===== src/rtl/slc_pkg.sv =====
// ----------------------------------------------------------------------------
// slc_pkg
// Types, character codes and saturating arithmetic shared by the source line
// classifier modules.
// ----------------------------------------------------------------------------
`default_nettype none

package slc_pkg;

	localparam int COUNT_WIDTH = 32;
	localparam int OUT_WIDTH   = 32;
	localparam int BYTE_WIDTH  = 8;

	localparam logic [BYTE_WIDTH-1:0] CH_SPACE = 8'h20;
	localparam logic [BYTE_WIDTH-1:0] CH_LF    = 8'h0A;
	localparam logic [BYTE_WIDTH-1:0] CH_CR    = 8'h0D;
	localparam logic [BYTE_WIDTH-1:0] CH_SLASH = 8'h2F;
	localparam logic [BYTE_WIDTH-1:0] CH_STAR  = 8'h2A;

	typedef logic [COUNT_WIDTH-1:0] count_t;

	// Line and comment tracking state together with the four line counters.
	typedef struct packed {
		logic   line_empty;
		logic   line_slashes;
		logic   line_code;
		logic   in_block;
		count_t pending;
		count_t total;
		count_t empty_cnt;
		count_t effective;
		count_t comment;
	} slc_state_t;

	typedef struct packed {
		count_t total;
		count_t empty_cnt;
		count_t effective;
		count_t comment;
	} slc_counts_t;

	localparam slc_state_t SLC_RESET_STATE = '{
		line_empty:   1'b1,
		line_slashes: 1'b0,
		line_code:    1'b0,
		in_block:     1'b0,
		pending:      '0,
		total:        '0,
		empty_cnt:    '0,
		effective:    '0,
		comment:      '0
	};

	function automatic count_t sat_inc(input count_t a, input logic [1:0] d);
		logic [COUNT_WIDTH:0] s;
		s = {1'b0, a} + {{(COUNT_WIDTH-1){1'b0}}, d};
		return s[COUNT_WIDTH] ? {COUNT_WIDTH{1'b1}} : s[COUNT_WIDTH-1:0];
	endfunction

	function automatic count_t sat_add(input count_t a, input count_t b);
		logic [COUNT_WIDTH:0] s;
		s = {1'b0, a} + {1'b0, b};
		return s[COUNT_WIDTH] ? {COUNT_WIDTH{1'b1}} : s[COUNT_WIDTH-1:0];
	endfunction

	function automatic logic is_blank(input logic [BYTE_WIDTH-1:0] p);
		return (p == CH_SPACE) || (p == CH_LF) || (p == CH_CR);
	endfunction

	// A non-blank byte that is not a comment character, outside any comment.
	function automatic logic makes_code(input slc_state_t st, input logic [BYTE_WIDTH-1:0] p);
		return !is_blank(p) && (p != CH_SLASH) && (p != CH_STAR)
			&& !st.in_block && !st.line_slashes;
	endfunction

endpackage

`default_nettype wire


===== src/rtl/slc_settle.sv =====
// ----------------------------------------------------------------------------
// slc_settle
// Settles the last byte of a file against the tracking state and produces
// the four final line counts.
// ----------------------------------------------------------------------------
`default_nettype none

module slc_settle
	import slc_pkg::*;
(
	input  wire slc_state_t              st,
	input  wire logic [BYTE_WIDTH-1:0]   last_byte,
	output slc_counts_t                  counts
);

	logic empty_now;
	logic code_now;
	logic is_lf;

	always_comb begin
		is_lf     = (last_byte == CH_LF);
		empty_now = st.line_empty && is_blank(last_byte);
		code_now  = st.line_code || makes_code(st, last_byte);

		// The last line always closes; a trailing line feed opens one more
		// empty line, which is counted as well.
		counts.total     = sat_inc(st.total, {is_lf, !is_lf});
		counts.empty_cnt = sat_inc(st.empty_cnt,
			{1'b0, empty_now} + {1'b0, is_lf});
		counts.effective = sat_inc(st.effective, {1'b0, code_now});
		counts.comment   = sat_inc(st.comment,
			{1'b0, st.line_slashes && !st.in_block});
	end

endmodule

`default_nettype wire


===== src/rtl/source_line_classifier.sv =====
// ----------------------------------------------------------------------------
// source_line_classifier
// Counts total, empty, effective and comment lines of C-style source text.
// ----------------------------------------------------------------------------
// The file arrives one byte per item on the s_axis channel, with tlast on its
// final byte. Each byte is judged together with the byte that follows, so the
// block holds one byte back; comment openers and closers are two-byte pairs.
// One result item leaves on m_axis for every file, carrying the four counts.
// Counters saturate at all ones.
//
// Throughput is one byte per cycle while m_axis is not stalled: the tracking
// state is updated by a single pass of flag logic and one saturating add per
// counter in stage one. The final byte is settled in stage two from a snapshot,
// so the next file can start in the very next cycle. The result register
// follows stage two and holds the result item until it is taken.
//
// When m_axis_tready is low with a result waiting, the whole pipeline holds
// and s_axis_tready drops; nothing is lost. Reset (arst_n low) returns the
// tracking state and all counters to the start of a new file and empties the
// pipeline.
// ----------------------------------------------------------------------------
`default_nettype none

module source_line_classifier
	import slc_pkg::*;
(
	input  wire logic         clk,
	input  wire logic         arst_n,

	input  wire logic         s_axis_tvalid,
	output logic              s_axis_tready,
	input  wire logic [7:0]   s_axis_tdata,   // [7:0] text_byte
	input  wire logic         s_axis_tlast,   // final_byte

	output logic              m_axis_tvalid,
	input  wire logic         m_axis_tready,
	output logic [127:0]      m_axis_tdata    // [31:0] total_lines,
	                                          // [63:32] empty_lines,
	                                          // [95:64] effective_lines,
	                                          // [127:96] comment_lines
);

	logic                  en;

	logic                  valid_s1;
	logic [BYTE_WIDTH-1:0] byte_s1;
	logic                  last_s1;

	logic                  held_valid_q;
	logic [BYTE_WIDTH-1:0] held_q;
	slc_state_t            state_q;
	slc_state_t            judged;

	logic                  valid_s2;
	slc_state_t            snap_s2;
	logic [BYTE_WIDTH-1:0] byte_s2;

	slc_counts_t           counts;
	logic                  m_valid_q;
	logic [127:0]          m_data_q;

	assign en            = !m_valid_q || m_axis_tready;
	assign s_axis_tready = en;

	// Input register.
	always_ff @(posedge clk or negedge arst_n) begin
		if (!arst_n) begin
			valid_s1 <= 1'b0;
		end else if (en) begin
			valid_s1 <= s_axis_tvalid;
		end
	end

	always_ff @(posedge clk) begin
		if (en) begin
			byte_s1 <= s_axis_tdata;
			last_s1 <= s_axis_tlast;
		end
	end

	// Judge the held byte, using the newly arrived byte as its successor.
	always_comb begin
		logic empty_now;
		logic code_now;
		judged    = state_q;
		empty_now = 1'b0;
		code_now  = 1'b0;
		if (held_valid_q) begin
			empty_now = state_q.line_empty && is_blank(held_q);
			code_now  = state_q.line_code || makes_code(state_q, held_q);
			if (held_q == CH_LF) begin
				judged.empty_cnt    = sat_inc(state_q.empty_cnt, {1'b0, empty_now});
				judged.effective    = sat_inc(state_q.effective, {1'b0, code_now});
				judged.comment      = sat_inc(state_q.comment,
					{1'b0, state_q.line_slashes && !state_q.in_block});
				judged.pending      = sat_inc(state_q.pending,
					{1'b0, state_q.in_block && !empty_now});
				judged.total        = sat_inc(state_q.total, 2'd1);
				judged.line_empty   = 1'b1;
				judged.line_slashes = 1'b0;
				judged.line_code    = 1'b0;
			end else begin
				judged.line_empty = empty_now;
				judged.line_code  = code_now;
				if (held_q == CH_SLASH && byte_s1 == CH_SLASH) begin
					judged.line_slashes = 1'b1;
				end
				if (held_q == CH_SLASH && byte_s1 == CH_STAR) begin
					judged.in_block = 1'b1;
					judged.comment  = sat_inc(state_q.comment,
						{1'b0, !state_q.line_slashes});
				end
				// Lines held inside the block are credited once it closes.
				if (held_q == CH_STAR && byte_s1 == CH_SLASH) begin
					judged.comment  = sat_add(state_q.comment, state_q.pending);
					judged.in_block = 1'b0;
					judged.pending  = '0;
				end
			end
		end
	end

	// Tracking state: a final byte hands the state on and starts afresh.
	always_ff @(posedge clk or negedge arst_n) begin
		if (!arst_n) begin
			state_q      <= SLC_RESET_STATE;
			held_valid_q <= 1'b0;
			held_q       <= '0;
		end else if (en && valid_s1) begin
			if (last_s1) begin
				state_q      <= SLC_RESET_STATE;
				held_valid_q <= 1'b0;
				held_q       <= '0;
			end else begin
				state_q      <= judged;
				held_valid_q <= 1'b1;
				held_q       <= byte_s1;
			end
		end
	end

	always_ff @(posedge clk or negedge arst_n) begin
		if (!arst_n) begin
			valid_s2 <= 1'b0;
		end else if (en) begin
			valid_s2 <= valid_s1 && last_s1;
		end
	end

	always_ff @(posedge clk) begin
		if (en && valid_s1 && last_s1) begin
			snap_s2 <= judged;
			byte_s2 <= byte_s1;
		end
	end

	slc_settle u_settle (
		.st        (snap_s2),
		.last_byte (byte_s2),
		.counts    (counts)
	);

	// Result register.
	always_ff @(posedge clk or negedge arst_n) begin
		if (!arst_n) begin
			m_valid_q <= 1'b0;
		end else if (en) begin
			m_valid_q <= valid_s2;
		end
	end

	always_ff @(posedge clk) begin
		if (en && valid_s2) begin
			m_data_q <= {counts.comment[OUT_WIDTH-1:0], counts.effective[OUT_WIDTH-1:0],
				counts.empty_cnt[OUT_WIDTH-1:0], counts.total[OUT_WIDTH-1:0]};
		end
	end

	assign m_axis_tvalid = m_valid_q;
	assign m_axis_tdata  = m_data_q;

endmodule

`default_nettype wire


===== config.mk =====
export PLATFORM = sky130hd
export DESIGN_NAME = source_line_classifier
export DESIGN_NICKNAME = d
export VERILOG_FILES = /design/src/rtl/slc_pkg.sv /design/src/rtl/slc_settle.sv /design/src/rtl/source_line_classifier.sv
export SDC_FILE = /design/constraint.sdc
export NUM_CORES = 1
export LEC_CHECK = 0
export CORE_AREA = 3 3 293 295
export DETAILED_ROUTE_END_ITERATION = 8
export DIE_AREA = 0 0 296 298
export DONT_BUFFER_PORTS = 1
export GPL_ROUTABILITY_DRIVEN = 0
export GPL_TIMING_DRIVEN = 0
export PLACE_DENSITY = 0.5
export SLEW_MARGIN = 20
export SYNTH_ARGS = -nofsm -noshare
export SYNTH_HDL_FRONTEND = slang
export SYNTH_SLANG_ARGS = --single-unit

===== constraint.sdc =====
create_clock -name clk -period 6.6 [get_ports clk]
set_input_delay 0.33 -clock clk [delete_from_list [all_inputs] [get_ports clk]]
set_output_delay 0.33 -clock clk [all_outputs]
set_load 0.02 [all_outputs]

# Yosys cells after proc, flatten, opt, wreduce, memory -nomap -nowiden
# Index checks and enable logic that the tools add are counted.
[classes] add_sub_neg=12 n_eq_ne=14 mux=21 reduce_logical=39
[ops] cell="$mux 32" count=11
[ops] cell="$mux 164" count=2
[ops] cell="$add 32x1->33" count=7
[ops] cell="$mux 96" count=1
[ops] cell="$add 32x2->33" count=2
[ops] cell="$eq 8x6->1 const B" count=6
[ops] cell="$add 32x1->33 const B" count=1
[ops] cell="$add 32x32->33" count=1
[ops] cell="$mux 33" count=1
[ops] cell="$eq 8x4->1 const B" count=4
[ops] cell="$ne 8x6->1 const B" count=4
[ops] cell="$logic_and 1x1->1" count=20
[ops] cell="$logic_not 1->1" count=9
[ops] cell="$mux 8" count=1
[ops] cell="$logic_or 1x1->1" count=7
[ops] cell="$mux 1" count=4
[ops] cell="$mux 3" count=1
[ops] cell="$reduce_and 3->1" count=1
[ops] cell="$reduce_bool 3->1" count=1
[ops] cell="$add 1x1->2" count=1
[ops] cell="$reduce_bool 2->1" count=1
[word_totals] regBits=453 input_bits=13 output_inout_bits=130 word_cells=115

# Logic depth before layout (Yosys ltp)
[depth] word_depth=14 mapped_depth=18 depth_no_buf=17

# By module
# Synthesis repeated with hierarchy kept, for this count alone.
[hier_totals] hier_cells=2739 area_unflattened_um2=27132.3
[modules_own_cells] mod="source_line_classifier" instances=1 cells_per_inst=2216 area_per_inst_um2=23975.5 seq_area_each_um2=13684.4
[modules_own_cells] mod="slc_settle" instances=1 cells_per_inst=523 area_per_inst_um2=3156.8 seq_area_each_um2=0.0

# Least setup slack after synthesis
# Ideal clock, no wire load.
[synth_timing] path_kind="register to register" start="reg m_valid_q, in the netlist m_axis_tvalid" end="reg byte_s2[0] (enable)" setup_time_ns=0.492 arrival_time_ns=4.760 required_ns=6.108 path_slack_ns=1.348 stages_incl_launch_ff=8 path_buffers=3 period_less_slack_ns=5.252 cell_sequence="dfrtp_1 > nand2b_1 > clkbuf_1 > and2_1 > clkbuf_1 > buf_1 > nand2_1 > inv_1"
[synth_via] elab_chain_cells=4
[synth_lines] item="start: declaration" line_no="source_line_classifier.sv:59" text="logic m_valid_q;"
[synth_lines] item="start signal: assignment" line_no="source_line_classifier.sv:168" text="m_valid_q <= valid_s2;"
[synth_lines] item="$logic_not 1->1" line_no="source_line_classifier.sv:62" text="assign en = !m_valid_q || m_axis_tready;"
[synth_lines] item="$logic_or 1x1->1" line_no="source_line_classifier.sv:62"
[synth_lines] item="via s_axis_tready" line_no="source_line_classifier.sv:31" text="output logic s_axis_tready,"
[synth_lines] item="$logic_and 1x1->1 (2 in series)" line_no="source_line_classifier.sv:151" text="if (en && valid_s1 && last_s1) begin"
[synth_lines] item="end signal: assignment" line_no="source_line_classifier.sv:153" text="byte_s2 <= byte_s1;"
[synth_lines] item="end: declaration" line_no="source_line_classifier.sv:56" text="logic [BYTE_WIDTH-1:0] byte_s2;"
# The timed path passes the listed nets, and every way through them passes these cells.
# A chain may end at the register's enable or synchronous reset.

# Final worst setup path
[layout_timing] start="reg byte_s2[0]" end="reg m_data_q[58], in the netlist m_axis_tdata[58], data pin"
[layout_via] elab_chain_cells=6 elab_cells_between_ends=8 cone_classes="add/sub: 2; eq/ne: 3; reduce/logical: 3"
[layout_lines] item="$eq 8x6->1 / $eq 8x4->1 (equally long branches)" line_no="slc_pkg.sv:67, slc_settle.sv:21"
[layout_lines] item="$logic_or 1x1->1 (2 in series)" line_no="slc_pkg.sv:67" text="return (p == CH_SPACE) || (p == CH_LF) || (p == CH_CR);"
[layout_lines] item="$logic_and 1x1->1" line_no="slc_settle.sv:22" text="empty_now = st.line_empty && is_blank(last_byte);"
[layout_lines] item="$add 1x1->2 (*)" line_no="slc_settle.sv:29" text="{1'b0, empty_now} + {1'b0, is_lf});"
[layout_lines] item="$add 32x2->33 (*)" line_no="slc_pkg.sv:56" text="s = {1'b0, a} + {{(COUNT_WIDTH-1){1'b0}}, d};"
[layout_lines] item="end signal: assignment" line_no="source_line_classifier.sv:174" text="m_data_q <= {counts.comment[OUT_WIDTH-1:0], counts.effective[OUT_WIDTH-1:0],"
[layout_lines] item="end: declaration" line_no="source_line_classifier.sv:60" text="logic [127:0] m_data_q;"
# Mark *: on every way between the ends. The rest lies on a longest branch, timed or not.

==> impl_results.md <==
* Num ports at 143
* Synthesized net count at 2729
* Die Y at 298 um
* Logic pwr share at 19.0%
* Peak VDD IR at 0.200 mV
* Initial antenna violation count at 1
* Post-CTS resize count at 0
* Cells after Synth at 2663
* 1st-pass router iterations at 7
* # nets final at 2798
* Worst Path Max Fanout at 10
* Total number of vias at 21400
* Sequential power share at 45.2%
* Total wire length at 78800 um
* Distinct cell type count after synthesis at 88
* Max_slew headroom at 21.5%
* Final ANT Viol Nets at 0
* Post-CTS setup buffer count at 0
* Number of core rows at 106
* Fmax at 226 MHz
* Leak pwr at 11.7 nW
* First-pass GRT wire length at 123000 um
* TritonCTS clock tree: done
* Synthesis-to-finish area growth at 13.3%
* Die width at 296 um
* Sink Count at 453
* Grt ovf at 0
* Worst Path Arrival at 4.89 ns
* Unrepaired setup endpoints after global routing: false
* Power Dens Cells at 299 nW/um^2
* Clk Latency, worst-skew pair at 0.60 ns
* Clk pwr share at 35.7%
* Warnings, synthesis at 0
* Synth Area per Inst at 9.69 um^2
* Switching Fraction at 32.4%
* Slew at the pin closest to its max-slew limit at 1.18 ns
* WP data required at 7.06 ns
* Endpoints failing setup at 0
* Residual DRC at 0
* Post-route minimum period at 4.43 ns
* CTS Buf Count at 51
* Total power at 8.73 mW
* Sum of negative setup slack at 0 ns
* Pre-CTS WS at 1.84 ns
* Commonest cells post-synth: 381 x nand2_1, 277 x edfxtp_1, 201 x nor2_1
* Final Slew Violations at 0
* Crit path cell chain: or4b_2 -> a21oi_1 -> a31oi_1 -> nand2b_1 -> nor2_1 -> fa_1 -> ha_1 -> and4_1 -> nand4_1 -> nor3_1 -> nand4_1 -> or3_1 -> clkbuf_1 -> clkbuf_1 -> nand2_1
* Clock skew at 0.0227 ns
* Mapped cell area at 25800 um^2
* Post-synthesis sequential area ratio at 49.3%
* GR Util All Layers at 17.6%
* Main synth FF type: edfxtp_1
* Flops & latches, synth at 453
* Hold Fails Final Rpt at 0
* Die ar. at 88200 um^2
* Fin cells at 3855
* Area leader, netlist: edfxtp_1
* Clock slew seen by the registers of the worst setup and hold paths at 0.06 ns
* Worst setup margin at 2.17 ns
* H-tree depth at 2
* Number of global-route vias before repair at 20900
* Sw Pwr at 2.83 mW
* 1st-iter DRT viols at 1557
* Worst min path class: in -> reg
* Largest net degree at the start of global routing at 177
* Status: finished clean
* Initial core utilization at 30.9%
* Final hold slack at 0.363 ns
* Internal Pwr Total at 5.90 mW
* Critical-path top delay cell: or4b_2
* Routed WL per cell at 20.4 um
* Vias per cell at 5.55
* Max-cap viol count at 0
* Detailed placer's ending HPWL at 57400 um
* Layout cells sized above 1 at 6.05%
* Number of synthesized flops with an enable pin at 277
* ANT cells at 0
* Clk root buf: clkbuf_16
* Main area contributors after synthesis: edfxtp_1 32%, dfrtp_1 17%, nand2_1 5.5%, xor2_1 3.4%, xnor2_1 3.2%
* CP endpoint kind: flop
* Max stage delay on crit path at 0.68 ns
* Core area at 83400 um^2
* Share of the synthesized area in the top cell type at 32.2%
* # port buffers at 0
* R2R Setup Slk at 2.17 ns
* CP Class: reg -> reg
* Clock Tree Buf Depth at 3
* Placed cell count at 3746
* Final core occ at 35.1%
* Critical path startpoint category: flop
* Crit share post-route at 67.1%
* Cell with the most instances after synthesis: nand2_1
* Post-route cell area at 29300 um^2
* Placed Instance Area at 27300 um^2
* Ys async rst share at 38.9%
cell families (layout without fill, tap and decap cells):
logic type                 Yosys count  in the layout  share of synthesized area, %
and+or+nand+nor                   1084           1084                          20.8
AOI/OAI and AO/OA                  651            651                          16.8
DFF                                453            453                          49.3
buffers and inverters              213            325                          3.23
xor gates and xnor gates           195            195                          6.62
adders and majority gates           53             53                          2.66
muxes                               14             14                         0.582
worst paths after layout:
kind | cells after the start | from | end
max | 15 | byte_s2[0]$_DFFE_PP_ | m_axis_tdata[58]$_SDFFCE_PP1P_
min | 1 | s_axis_tdata[7] | byte_s1[7]$_DFFE_PN_
max reg2reg | 15 | byte_s2[0]$_DFFE_PP_ | m_axis_tdata[58]$_SDFFCE_PP1P_
min reg2reg | 2 | valid_s2$_DFFE_PN0N_ | m_axis_tvalid$_DFFE_PN0N_
max in group asynchronous | 3 | arst_n | state_q[102]$_DFFE_PN0P_
min in group asynchronous | 2 | arst_n | state_q[13]$_DFFE_PN0P_
timing repair:
action / in CTS / in global routing
hold buffers: 12 / 0
endpoints found under the setup margin: 0 / 0
endpoints found under the hold margin: 186 / 0
worst max-delay path, delay by kind of cell, from the launching register on:
| family | cells | cell delay [ns] |
|---|---|---|
| flip-flops | 1 | 0.43 |
| buffers and inverters | 2 | 0.52 |
| adder cells (fa/ha/maj) | 2 | 0.44 |
| AO/OA/AOI/OAI | 2 | 0.22 |
| AND/OR/NAND/NOR | 9 | 2.67 |
cells in the final DEF, fill, tap and decap left out, types with 19 or more instances in the layout:
master,synthesis,final
and3_1,74,74
xnor2_1,94,94
o21a_1,25,25
a21o_1,19,19
ha_1,50,50
o21ai_0,122,122
nand3_1,156,156
clkbuf_1,104,113
a22o_1,46,46
inv_1,79,78
nor4_1,23,23
nor2_1,201,200
a21oi_1,158,158
a31oi_1,71,71
nor3_1,50,50
edfxtp_1,277,277
xor2_1,101,101
and2_1,21,20
nand4_1,62,62
and4_1,29,29
o22a_1,62,62
nand2_1,381,381
clkbuf_16,0,52
dfrtp_1,175,175
power groups by stage:
stage          clock [mW]  sequential [mW]  combinational [mW]
3_5_place_dp            0             4.00                1.61
2_1_floorplan           0             3.87                1.09
4_1_cts              3.21             3.95                1.65
6_report             3.12             3.95                1.66
3_3_place_gp            0             4.04                1.57
5_1_grt              3.32             3.99                1.82
layer usage:
layer	vias to the layer above	track usage (%)	wire, um
li1	10000	-	-
met1	10400	23.2	34400
met2	781	28.2	36100
met3	177	3.20	4760
met4	2	7.49	3520
met5	-	0	13
sequential cells by signal (all words and copies together) (netlist names):
name,cells
state_q,164
snap_s2,132
last_s1,1
m_axis_tdata,128
held_valid_q,1
byte_s2,8
valid_s1,1
held_q,8
byte_s1,8
valid_s2,1
m_axis_tvalid,1
area by class of cell:
type / count / area [um^2]
Fill cell: 8330 / 54200
Sequential cell: 453 / 12700
Multi-Input combinational cell: 1997 / 12300
Clock buffer: 68 / 1400
Tap cell: 1080 / 1350
Buffer: 133 / 538
Clock inverter: 28 / 427
Inverter: 80 / 308
Timing Repair Buffer: 16 / 248
No activity file was read; power rests on OpenSTA's default activity.
